<file path="config.mk">
export PLATFORM = sky130hd
export DESIGN_NAME = line_editor_word_wrap_top
export DESIGN_NICKNAME = d
export VERILOG_FILES = /design/src/hdl/lew_pkg.sv /design/src/hdl/lew_front.sv /design/src/hdl/lew_back.sv /design/src/hdl/line_editor_word_wrap_top.sv
export SDC_FILE = /design/constraint.sdc
export NUM_CORES = 1
export LEC_CHECK = 0
export ABC_CLOCK_PERIOD_IN_PS = 5400
export BUFFER_PORTS_ARGS = -buffer_cell sky130_fd_sc_hd__buf_2
export CAP_MARGIN = 10
export CELL_PAD_IN_SITES_DETAIL_PLACEMENT = 0
export CELL_PAD_IN_SITES_GLOBAL_PLACEMENT = 1
export CORE_MARGIN = 3
export CORE_UTILIZATION = 45
export CTS_CLUSTER_SIZE = 10
export DETAILED_ROUTE_END_ITERATION = 8
export PLACE_DENSITY = 0.83
export SYNTH_ARGS = -nofsm -noshare
export SYNTH_HDL_FRONTEND = slang
export SYNTH_HIERARCHICAL = 1
export SYNTH_SLANG_ARGS = --single-unit
</file>
<file path="constraint.sdc">
create_clock -name clk -period 5.4 [get_ports clk]
set_clock_uncertainty 0.1 [all_clocks]
set_input_delay 0.54 -clock clk [delete_from_list [all_inputs] [get_ports clk]]
set_output_delay 0.54 -clock clk [all_outputs]
set_load 0.01 [all_outputs]
</file>
<file path="src/hdl/lew_pkg.sv">
// package: shared types and constants of the line editor
package lew_pkg;

  localparam logic [7:0] CH_DEL   = 8'h7f;
  localparam logic [7:0] CH_BS    = 8'h08;
  localparam logic [7:0] CH_KILL  = 8'h15;
  localparam logic [7:0] CH_WERASE = 8'h17;
  localparam logic [7:0] CH_LF    = 8'h0a;
  localparam logic [7:0] CH_CR    = 8'h0d;
  localparam logic [7:0] CH_EOT   = 8'h04;
  localparam logic [7:0] CH_BEL   = 8'h07;
  localparam logic [7:0] CH_SPACE = 8'h20;
  localparam logic [7:0] CH_TILDE = 8'h7e;

  localparam logic [2:0] K_ECHO    = 3'd0;
  localparam logic [2:0] K_NEWLINE = 3'd1;
  localparam logic [2:0] K_BELL    = 3'd2;
  localparam logic [2:0] K_ERASE   = 3'd3;
  localparam logic [2:0] K_ENDED   = 3'd4;

  typedef enum logic [2:0] {
    OP_ERASE,
    OP_KILL,
    OP_WERASE,
    OP_NEWLINE,
    OP_EOT,
    OP_BELL,
    OP_PRINT
  } op_t;

  typedef struct packed {
    op_t        op;
    logic [7:0] ch;
  } cmd_t;

  typedef enum logic [2:0] {
    ST_IDLE,
    ST_WSPACE,
    ST_WWORD,
    ST_SCAN,
    ST_NL,
    ST_ECHO,
    ST_DONE
  } state_t;

endpackage

</file>
<file path="src/hdl/lew_front.sv">
// front end: input beats classified into commands, with a short queue
module lew_front (
  input  logic              clk,
  input  logic              rst,
  input  logic              in_valid,
  output logic              in_ready,
  input  logic [7:0]        in_byte,
  output logic              cmd_valid,
  input  logic              cmd_ready,
  output lew_pkg::cmd_t     cmd
);
  import lew_pkg::*;

  cmd_t       q [2];
  logic       wr_ptr, rd_ptr;
  logic [1:0] count;
  cmd_t       c_in;
  logic       push, pop;

  always_comb begin
    c_in.ch = in_byte;
    priority if (in_byte == CH_DEL || in_byte == CH_BS) c_in.op = OP_ERASE;
    else if (in_byte == CH_KILL)                         c_in.op = OP_KILL;
    else if (in_byte == CH_WERASE)                       c_in.op = OP_WERASE;
    else if (in_byte == CH_LF || in_byte == CH_CR)       c_in.op = OP_NEWLINE;
    else if (in_byte == CH_EOT)                          c_in.op = OP_EOT;
    else if (in_byte >= CH_SPACE && in_byte <= CH_TILDE) c_in.op = OP_PRINT;
    else                                                 c_in.op = OP_BELL;
  end

  assign in_ready  = (count != 2'd2);
  assign cmd_valid = (count != 2'd0);
  assign cmd       = q[rd_ptr];
  assign push      = in_valid && in_ready;
  assign pop       = cmd_valid && cmd_ready;

  always_ff @(posedge clk) begin
    if (push) q[wr_ptr] <= c_in;
    if (rst) begin
      wr_ptr <= 1'b0;
      rd_ptr <= 1'b0;
      count  <= 2'd0;
    end else begin
      if (push) wr_ptr <= ~wr_ptr;
      if (pop)  rd_ptr <= ~rd_ptr;
      count <= count + {1'b0, push} - {1'b0, pop};
    end
  end
endmodule

</file>
<file path="src/hdl/lew_back.sv">
// back end: line store, sequencer and result register
module lew_back #(
  parameter int LINE_WIDTH = 40
) (
  input  logic          clk,
  input  logic          rst,
  input  logic          cmd_valid,
  output logic          cmd_ready,
  input  lew_pkg::cmd_t cmd,
  output logic          out_valid,
  input  logic          out_ready,
  output logic [2:0]    out_kind,
  output logic [7:0]    out_byte,
  output logic [5:0]    erase_count,
  output logic          out_last
);
  import lew_pkg::*;

  localparam int DEPTH = LINE_WIDTH + 1;
  localparam logic [5:0] LW = 6'(LINE_WIDTH);

  logic [7:0] line_store [DEPTH];
  logic [5:0] line_length, line_length_next;
  logic       session_done, session_done_next;
  state_t     state, state_next;
  logic [5:0] ptr, ptr_next;      // scan / echo position
  logic [5:0] removed, removed_next;
  logic [5:0] start, start_next;

  // result register
  logic       emit;
  logic [2:0] e_kind;
  logic [7:0] e_byte;
  logic [5:0] e_cnt;
  logic       e_last;
  logic       free;

  // store write port
  logic       st_we;
  logic [5:0] st_addr;
  logic [7:0] st_data;
  // store read port, registered: entry below ptr while scanning, entry at ptr while echoing
  logic [5:0] rd_addr;
  logic [7:0] rd_data;

  assign free      = !out_valid || out_ready;
  assign cmd_ready = (state == ST_IDLE) && free;

  always_comb begin
    state_next        = state;
    line_length_next  = line_length;
    session_done_next = session_done;
    ptr_next          = ptr;
    removed_next      = removed;
    start_next        = start;
    emit   = 1'b0;
    e_kind = K_BELL;
    e_byte = 8'd0;
    e_cnt  = 6'd0;
    e_last = 1'b1;
    st_we   = 1'b0;
    st_addr = line_length;
    st_data = cmd.ch;
    unique case (state)
      ST_IDLE: begin
        if (cmd_valid && free && !session_done) begin
          unique case (cmd.op)
            OP_ERASE: begin
              emit = 1'b1;
              if (line_length != 6'd0) begin
                line_length_next = line_length - 6'd1;
                e_kind = K_ERASE;
                e_cnt  = 6'd1;
              end
            end
            OP_KILL: begin
              if (line_length != 6'd0) begin
                emit   = 1'b1;
                e_kind = K_ERASE;
                e_cnt  = line_length;
              end
              line_length_next = 6'd0;
            end
            OP_WERASE: begin
              ptr_next     = line_length;
              removed_next = 6'd0;
              state_next   = ST_WSPACE;
            end
            OP_NEWLINE: begin
              emit   = 1'b1;
              e_kind = K_NEWLINE;
              line_length_next = 6'd0;
            end
            OP_EOT: begin
              if (line_length == 6'd0) begin
                emit   = 1'b1;
                e_kind = K_ENDED;
                session_done_next = 1'b1;
              end
            end
            OP_BELL: emit = 1'b1;
            OP_PRINT: begin
              st_we  = 1'b1;
              emit   = 1'b1;
              e_kind = K_ECHO;
              e_byte = cmd.ch;
              line_length_next = line_length + 6'd1;
              if (line_length == LW) begin
                e_last     = 1'b0;
                ptr_next   = LW;
                start_next = LW;
                state_next = ST_SCAN;
              end
            end
            default: emit = 1'b1;
          endcase
        end
      end
      ST_WSPACE: begin
        if (ptr != 6'd0 && rd_data == CH_SPACE) begin
          ptr_next     = ptr - 6'd1;
          removed_next = removed + 6'd1;
        end else state_next = ST_WWORD;
      end
      ST_WWORD: begin
        if (ptr != 6'd0 && rd_data != CH_SPACE) begin
          ptr_next     = ptr - 6'd1;
          removed_next = removed + 6'd1;
        end else if (free) begin
          line_length_next = ptr;
          state_next       = ST_IDLE;
          if (removed != 6'd0) begin
            emit   = 1'b1;
            e_kind = K_ERASE;
            e_cnt  = removed;
          end
        end
      end
      ST_SCAN: begin
        if (ptr != 6'd0 && rd_data == CH_SPACE) begin
          start_next = ptr;
          state_next = ST_NL;
        end else if (ptr == 6'd0) state_next = ST_NL;
        else ptr_next = ptr - 6'd1;
      end
      ST_NL: begin
        if (free) begin
          emit   = 1'b1;
          e_kind = K_NEWLINE;
          e_last = 1'b0;
          ptr_next   = start;
          state_next = ST_ECHO;
        end
      end
      ST_ECHO: begin
        // echo the word and move it down, one character a cycle while the output register is free
        if (free) begin
          emit    = 1'b1;
          e_kind  = K_ECHO;
          e_byte  = rd_data;
          e_last  = (ptr == LW);
          st_we   = 1'b1;
          st_addr = ptr - start;
          st_data = rd_data;
          ptr_next = ptr + 6'd1;
          if (ptr == LW) begin
            line_length_next = LW + 6'd1 - start;
            state_next       = ST_IDLE;
          end
        end
      end
      default: state_next = ST_IDLE;
    endcase
  end

  // read address follows the next position so the registered data is ready in the cycle after
  always_comb begin
    if (state_next == ST_ECHO) rd_addr = ptr_next;
    else if (ptr_next == 6'd0) rd_addr = 6'd0;
    else rd_addr = ptr_next - 6'd1;
  end

  always_ff @(posedge clk) begin
    if (st_we) line_store[st_addr] <= st_data;
    rd_data <= line_store[rd_addr];
    ptr     <= ptr_next;
    removed <= removed_next;
    start   <= start_next;
    if (emit) begin
      out_kind    <= e_kind;
      out_byte    <= e_byte;
      erase_count <= e_cnt;
      out_last    <= e_last;
    end
    if (rst) begin
      state        <= ST_IDLE;
      line_length  <= 6'd0;
      session_done <= 1'b0;
      out_valid    <= 1'b0;
    end else begin
      state        <= state_next;
      line_length  <= line_length_next;
      session_done <= session_done_next;
      if (emit) out_valid <= 1'b1;
      else if (out_ready) out_valid <= 1'b0;
    end
  end
endmodule

</file>
<file path="src/hdl/line_editor_word_wrap_top.sv">
// top level: line editor with word wrap
// One typed byte per input beat. A front end classifies the byte and queues
// it (two entries); the back end keeps the line and gives result beats
// through a one-entry output register. Ctrl-W steps back over trailing
// spaces, then over the word, and gives one erase beat if anything was
// removed. A character that overflows the line starts a back scan of the
// line store to find the last space, then gives the newline and the moved
// characters one by one, set by the single registered read and single
// write of the line store. After Ctrl-D on an empty line every further
// beat is consumed and gives no result.
module line_editor_word_wrap_top #(
  parameter int LINE_WIDTH = 40
) (
  input  logic        clk,
  input  logic        rst,
  input  logic        s_tvalid,
  output logic        s_tready,
  input  logic [7:0]  s_tdata,   // [7:0] in_byte
  output logic        m_tvalid,
  input  logic        m_tready,
  output logic [15:0] m_tdata,   // [7:0] out_byte, [13:8] erase_count, rest zero
  output logic [2:0]  m_tuser,   // [2:0] out_kind
  output logic        m_tlast
);
  import lew_pkg::*;

  cmd_t       cmd;
  logic       cmd_valid, cmd_ready;
  logic [7:0] out_byte;
  logic [5:0] erase_count;

  lew_front u_front (
    .clk, .rst,
    .in_valid(s_tvalid), .in_ready(s_tready), .in_byte(s_tdata),
    .cmd_valid, .cmd_ready, .cmd
  );

  lew_back #(.LINE_WIDTH(LINE_WIDTH)) u_back (
    .clk, .rst,
    .cmd_valid, .cmd_ready, .cmd,
    .out_valid(m_tvalid), .out_ready(m_tready),
    .out_kind(m_tuser), .out_byte, .erase_count, .out_last(m_tlast)
  );

  assign m_tdata = {2'd0, erase_count, out_byte};
endmodule

</file>
Yosys cells after proc, flatten, opt, wreduce, memory -nomap -nowiden. Memories as Yosys holds them, arrays and structs flattened. A register that Yosys moved wholly into a read port is not among the register bits. Cells that the tools add are included.

Reduce and logical (&&, ||, !) cells: 33. $lt $le $gt $ge: 2. Bitwise logic cells: 2. Mux-type cells: 100. Equality and inequality tests: 36. Add/subtract/negate cells: 10.

Operators by type and width (count): 6-bit 2-to-1 mux (31); 3-bit 2-to-1 mux (19); 6-bit one-hot mux with 3 select lines (3); 6-bit one-hot mux with 2 select lines (4); 8-bit 2-to-1 mux (5); 6-bit one-hot mux with 6 select lines (1); 1-bit 2-to-1 mux (25); 8-bit by 4-bit equality test with 1-bit output, second input constant (3); 3-bit one-hot mux with 4 select lines (2); 6-bit by 1-bit adder with 6-bit output, second input constant (3); 6-bit zero test (3); 3-bit one-hot mux with 6 select lines (1); 6-bit nonzero test (3); 6-bit by 1-bit subtractor with 6-bit output, second input constant (3); 8-bit by 5-bit equality test with 1-bit output, second input constant (2); 8-bit one-hot mux with 2 select lines (1); 3-bit equality test, second input constant (5); 3-bit by 2-bit equality test with 1-bit output, second input constant (4); 6-bit equality test, second input constant (2); 2-bit by 1-bit inequality test with 1-bit output, second input constant (6); 2-bit inequality test, second input constant (6); 5-bit AND reduction (2); 1-bit one-hot mux with 3 select lines (3); 8-bit by 3-bit equality test with 1-bit output, second input constant (1); 25 further kinds (45).

Memories kept: 2. Output and inout bits: 22. Register bits after elaboration: 51. Memory bits (writable): 350. Word-level logic and storage cells: 199.

Memories: u_back.line_store (depth 41, bits a word 8, rd ports 1, clocked after memory_dff 1, write ports 1, RTL line lew_back.sv:22) `logic [7:0] line_store [DEPTH];`; u_front.q (depth 2, bits a word 11, rd ports 1, clocked after memory_dff 1, write ports 1, RTL line lew_front.sv:14) `cmd_t q [2];`.

Depth between registers and ports, before layout.
Depth in word-level cells: 9. Gate-level depth with buffers: 23.

Cells and area by module. The synthesis kept the hierarchy.

Modules (own cells, without submodules): lew_back (cells an instance 1343, area an instance 17406.7 um^2, instances 1); lew_front (cells an instance 77, area an instance 1134.8 um^2, instances 1); line_editor_word_wrap_top (cells an instance 3, area an instance 18.8 um^2, instances 1).

Worst setup path after synthesis. OpenSTA, ideal clock, no wires.

Path kind: register -> register. From: reg u_back.ptr[1]. To: reg u_back.rd_data[0] (read register of u_back.line_store). Setup slack: 0.366 ns. Cell stages (with the launch flop): 21. Arrival: 4.793 ns. Required time: 5.158 ns. Period minus slack after synthesis: 5.034 ns. Cell sequence: dfxtp_1 -> clkbuf_1 -> inv_1 -> ha_1 -> nor3b_1 -> nand2_1 -> o21a_1 -> a2111oi_1 -> o21a_1 -> clkbuf_1 -> ha_1 -> and2_1 -> a31oi_1 -> a21boi_2 -> buf_6 -> buf_2 -> buf_1 -> mux2i_1 -> o22ai_1 -> o21ai_0 -> o2111ai_1.

Cells in the longest elaborated chain, start to end: 7. Elaborated cells on any way between the ends: 29. Classes of those cells: add/sub: 3; eq/ne: 2; mux: 19; reduce/logical: 5.

Ends and longest elaborated chain: start, declared (RTL line lew_back.sv:26) `logic [5:0] ptr, ptr_next;`; start signal, assigned (RTL line lew_back.sv:186) `ptr <= ptr_next;`; 6-bit by 1-bit subtractor with 6-bit output, or another cell as far along (RTL line lew_back.sv:121, lew_back.sv:127, lew_back.sv:144); 6-bit 2-to-1 mux, or another cell as far along (RTL line lew_back.sv:143) `end else if (ptr == 6'd0) state_next = ST_NL;`; 6-bit 2-to-1 mux, on equally long branches; 6-bit one-hot mux with 6 select lines (RTL line lew_back.sv:64) `unique case (state)`; 6-bit by 1-bit subtractor with 6-bit output / 6-bit zero test (equally long branches) (RTL line lew_back.sv:180, lew_back.sv:179); 6-bit 2-to-1 mux (RTL line lew_back.sv:179) `else if (ptr_next == 6'd0) rd_addr = 6'd0;`; 6-bit 2-to-1 mux (*) (RTL line lew_back.sv:178) `if (state_next == ST_ECHO) rd_addr = ptr_next;`; end, declared (RTL line lew_back.sv:44) `logic [7:0] rd_data;`.

Every way passes the cells marked *; elsewhere a longest branch is shown, timed or not. A chain may end at the register's enable or synchronous reset.

==> results.yml <==
clocking:
  cts_root_buffer: "clkbuf_16"
  cts.reportedPaths.clkPinSlew_ps: 60
  cts_buffers: 48
  cts.htree.levels: 2
  clk_latency_ps: 580
  cts_tree: "built"
  clock-sinks: 410
  cts_buffer_depth: 3
  hold_buffers: 0
  cts_setup_buffers: 0
placed_design:
  dp_cells: 1981
  pre_cts_slack_ps: -4.45
  finalWeightedCongestion: 0.967
  dp_hpwl_mm: 34.8
  port_buffers: 31
yosys:
  synth_cell_types: 89
  yosys.cell_count.top_type: "edfxtp_1"
  synth_seq_area_share_pct: 64.7
  synth_edf_count: 380
  ys.warnings.count: 6
  synth_top_cell_by_area: "edfxtp_1"
  ys.flop_type: "edfxtp_1"
  syn_area_sq_mm: 0.0186
  syn_avg_cell_area_sq_um: 13.0
  yosys-top-cells-count: "edfxtp_1, nand2_1, nor2_1"
  ys_ff_latch: 410
  post-synth-top-area-fraction_pct: 61.5
  synthCells: 1423
  ys_async_sr_fraction_pct: 0
  synthTopCellsByArea: "edfxtp_1, mux2i_1, nand2_1, dfxtp_1, nor2_1"
timing:
  worst_slew_pin_slew_ps: 1160
  finalMaxSlewViolations: 0
  clock.fmax_mhz: 195
  setup_viol: 0
  period_share_pct: 95.0
  slew-limit-headroom_pct: 22.5
  setup_ws_ps: 268
  period_needed_ps: 5130
  hold_viol: 0
  rsz0062_at_grt: "no"
setup_path:
  critical_path_class: "flip-flop to flip-flop"
  crit_required_ps: 5720
  critPathMaxStageDelay_ps: 500
  crit_end: "u_back/rd_data[0]"
  cp_top_family: "compound AO/OA/AOI/OAI gates"
  critical_path.max_fanout: 10
  crit_top_cell: "buf_4"
  rrSetupSlack_ps: 270
  cp-start-kind: "flip-flop"
  r2r-end: "u_back/rd_data[0]"
  crit_path_end_kind: "flip-flop"
  worst-path-buf-inv: 4
  cp_cell_sequence: "mux2_2, nor2b_1, o21ai_0, o31a_1, nor4_1, buf_4, o21a_1, ha_1, and2_1, a31oi_1, buf_4, nor3_1, a211oi_2, buf_4, inv_1, nand3_1, o22ai_1, o21ai_0, o2111ai_1"
  worstPathArrival_ps: 5450
  rr_worst_depth: 19
  slowest_stage: "o21ai_0"
  worst-path-stages: 19
drt:
  drcViolationCount: 0
  ant_nets: 0
  routedWlPerCell_um: 25.0
  vias: 12600
  dr.pass1.iters: 6
  vias_per_cell: 6.09
  drt_iter0_drc: 1582
  wirelength_met1_mm: 20.7
  wl_met3_mm: 5.14
  wirelength_mm: 51.7
  topRoutingLayerUsed: "met4"
  dr_wl_met2_mm: 23.8
global_routing:
  first_global_vias: 12300
  grt-ovfl-total: 0
  antenna_found_initial: 0
  grtUsageTotal_pct: 23.3
  grt_pass1_wl_mm: 77.3
  grt_start_max_net_pins: 42
layout:
  num-nets-final: 1537
  instances_no_fill: 2067
  utilization_pct: 52.4
  drive_above_1_share_pct: 14.8
  fillers: 3343
  area_growth_pct: 13.6
  diodes: 0
worst_hold_path:
  min_path_type: "input pin to flip-flop"
floorplan:
  die_w_um: 209
  initial_utilization_pct: 46.1
  die-area_sq_mm: 0.0437
  num_io_pins: 34
  row_count: 73
  coreArea_sq_mm: 0.0403
  die_y_um: 209
status:
  status: "complete, no violations"
flow_run:
  drv_cap: 0
pwr:
  peakVddDrop_mv: 0.301
  p_leak_nw: 7.56
  power.density_mw_per_mm2: 552
per-layer routing:
metal / up-vias / global-route usage, %
met4: 0 / 9.35
met3: 143 / 5.95
met1: 6155 / 31.1
met5: - / 0
li1: 5627 / -
met2: 664 / 36.6
worst min path at each step:
stage                              startpoint                  end  slack, ps  cells past startpoint
final                              s_tdata[5]      u_front/q[0][5]        100                      1
after global routing               s_tdata[5]      u_front/q[1][5]         90                      1
after CTS                          s_tdata[5]      u_front/q[0][5]         70                      1
after detailed placement       u_front/rd_ptr       u_front/rd_ptr        410                      2
after global placement    u_back/session_done  u_back/session_done        370                      2
after floorplan           u_back/session_done  u_back/session_done        350                      2
repair_timing:
item	CTS	global route
endpoints found under the setup margin	0	8
gates resized for setup	0	4
hold endpoints to repair	0	0
placed cells by master (no fill, tap or decap), types with 8 or more instances in the layout:
master	n
a21o_1	10
a31oi_1	12
nor2_1	115
o31ai_1	8
a211oi_1	21
xor2_1	11
nand2b_1	13
buf_2	31
clkbuf_1	30
ha_1	17
o221ai_1	9
xnor2_1	12
and3_1	34
nand3_1	21
nor4_1	11
clkbuf_16	48
nand2_1	167
a311oi_1	13
buf_4	76
a21boi_0	11
a21oi_1	46
o21ai_0	33
o22ai_1	25
nor3_1	18
dfxtp_1	30
inv_1	26
a22o_1	8
mux2_2	24
mux2i_1	95
nand4_1	11
edfxtp_1	380
nor2b_1	15
o2111ai_1	9
o211ai_1	10
cells by family (layout without fill, tap and decap cells):
family / after synthesis / count (layout) / share of synthesized area, %
AOI/OAI and AO/OA: 284 / 284 / 11.1
xor gates and xnor gates: 23 / 23 / 1.09
adders and majority gates: 19 / 19 / 1.36
buffers and inverters: 108 / 226 / 2.73
DFF: 410 / 410 / 64.7
muxes: 126 / 126 / 7.43
other: 1 / 2 / 0.0202
and+or+nand+nor: 452 / 452 / 11.5
final cells by class:
class	instances	area, sq um	share of cell area [%]
clock inverter	6	85.1	0.403
timing repair buffer	111	806	3.82
tap	525	657	3.11
inverter	29	109	0.516
clock buffer	80	1340	6.36
multi-input combinational	906	6080	28.8
sequential	410	12000	56.9
sequential cells by signal, summed over array words and instances, names as in the netlist, 6 cells and up, named ones only:
name                cells
u_back/line_length      6
u_back/ptr              6
u_back/rd_data          8
u_back/removed          6
u_back/line_store     328
u_back/start            6
u_back/erase_count      6
u_back/out_byte         8
u_front/q              22
stage by stage:
stage | TNS [ps] | hold slack [ps] | instance area (sq um) | power, mW
detailed placement | -4.45 | 412 | 19700 | 8.66
floorplan | 0 | 355 | 18600 | 7.11
finish | 0 | 95.9 | 21100 | 11.7
global route | 0 | 94.1 | 21100 | 12.2
global placement | 0 | 367 | 19700 | 8.62
CTS | 0 | 71.6 | 21100 | 11.6
report_power, final:
group	internal, mW	leakage [nW]	total [mW]	switching [mW]
sequential	3.96	3.67	4.10	0.140
clock	1.73	0.677	2.96	1.23
combinational	1.64	3.21	4.59	2.95
total	7.34	7.56	11.7	4.32
(Power assumes the default switching activity.)
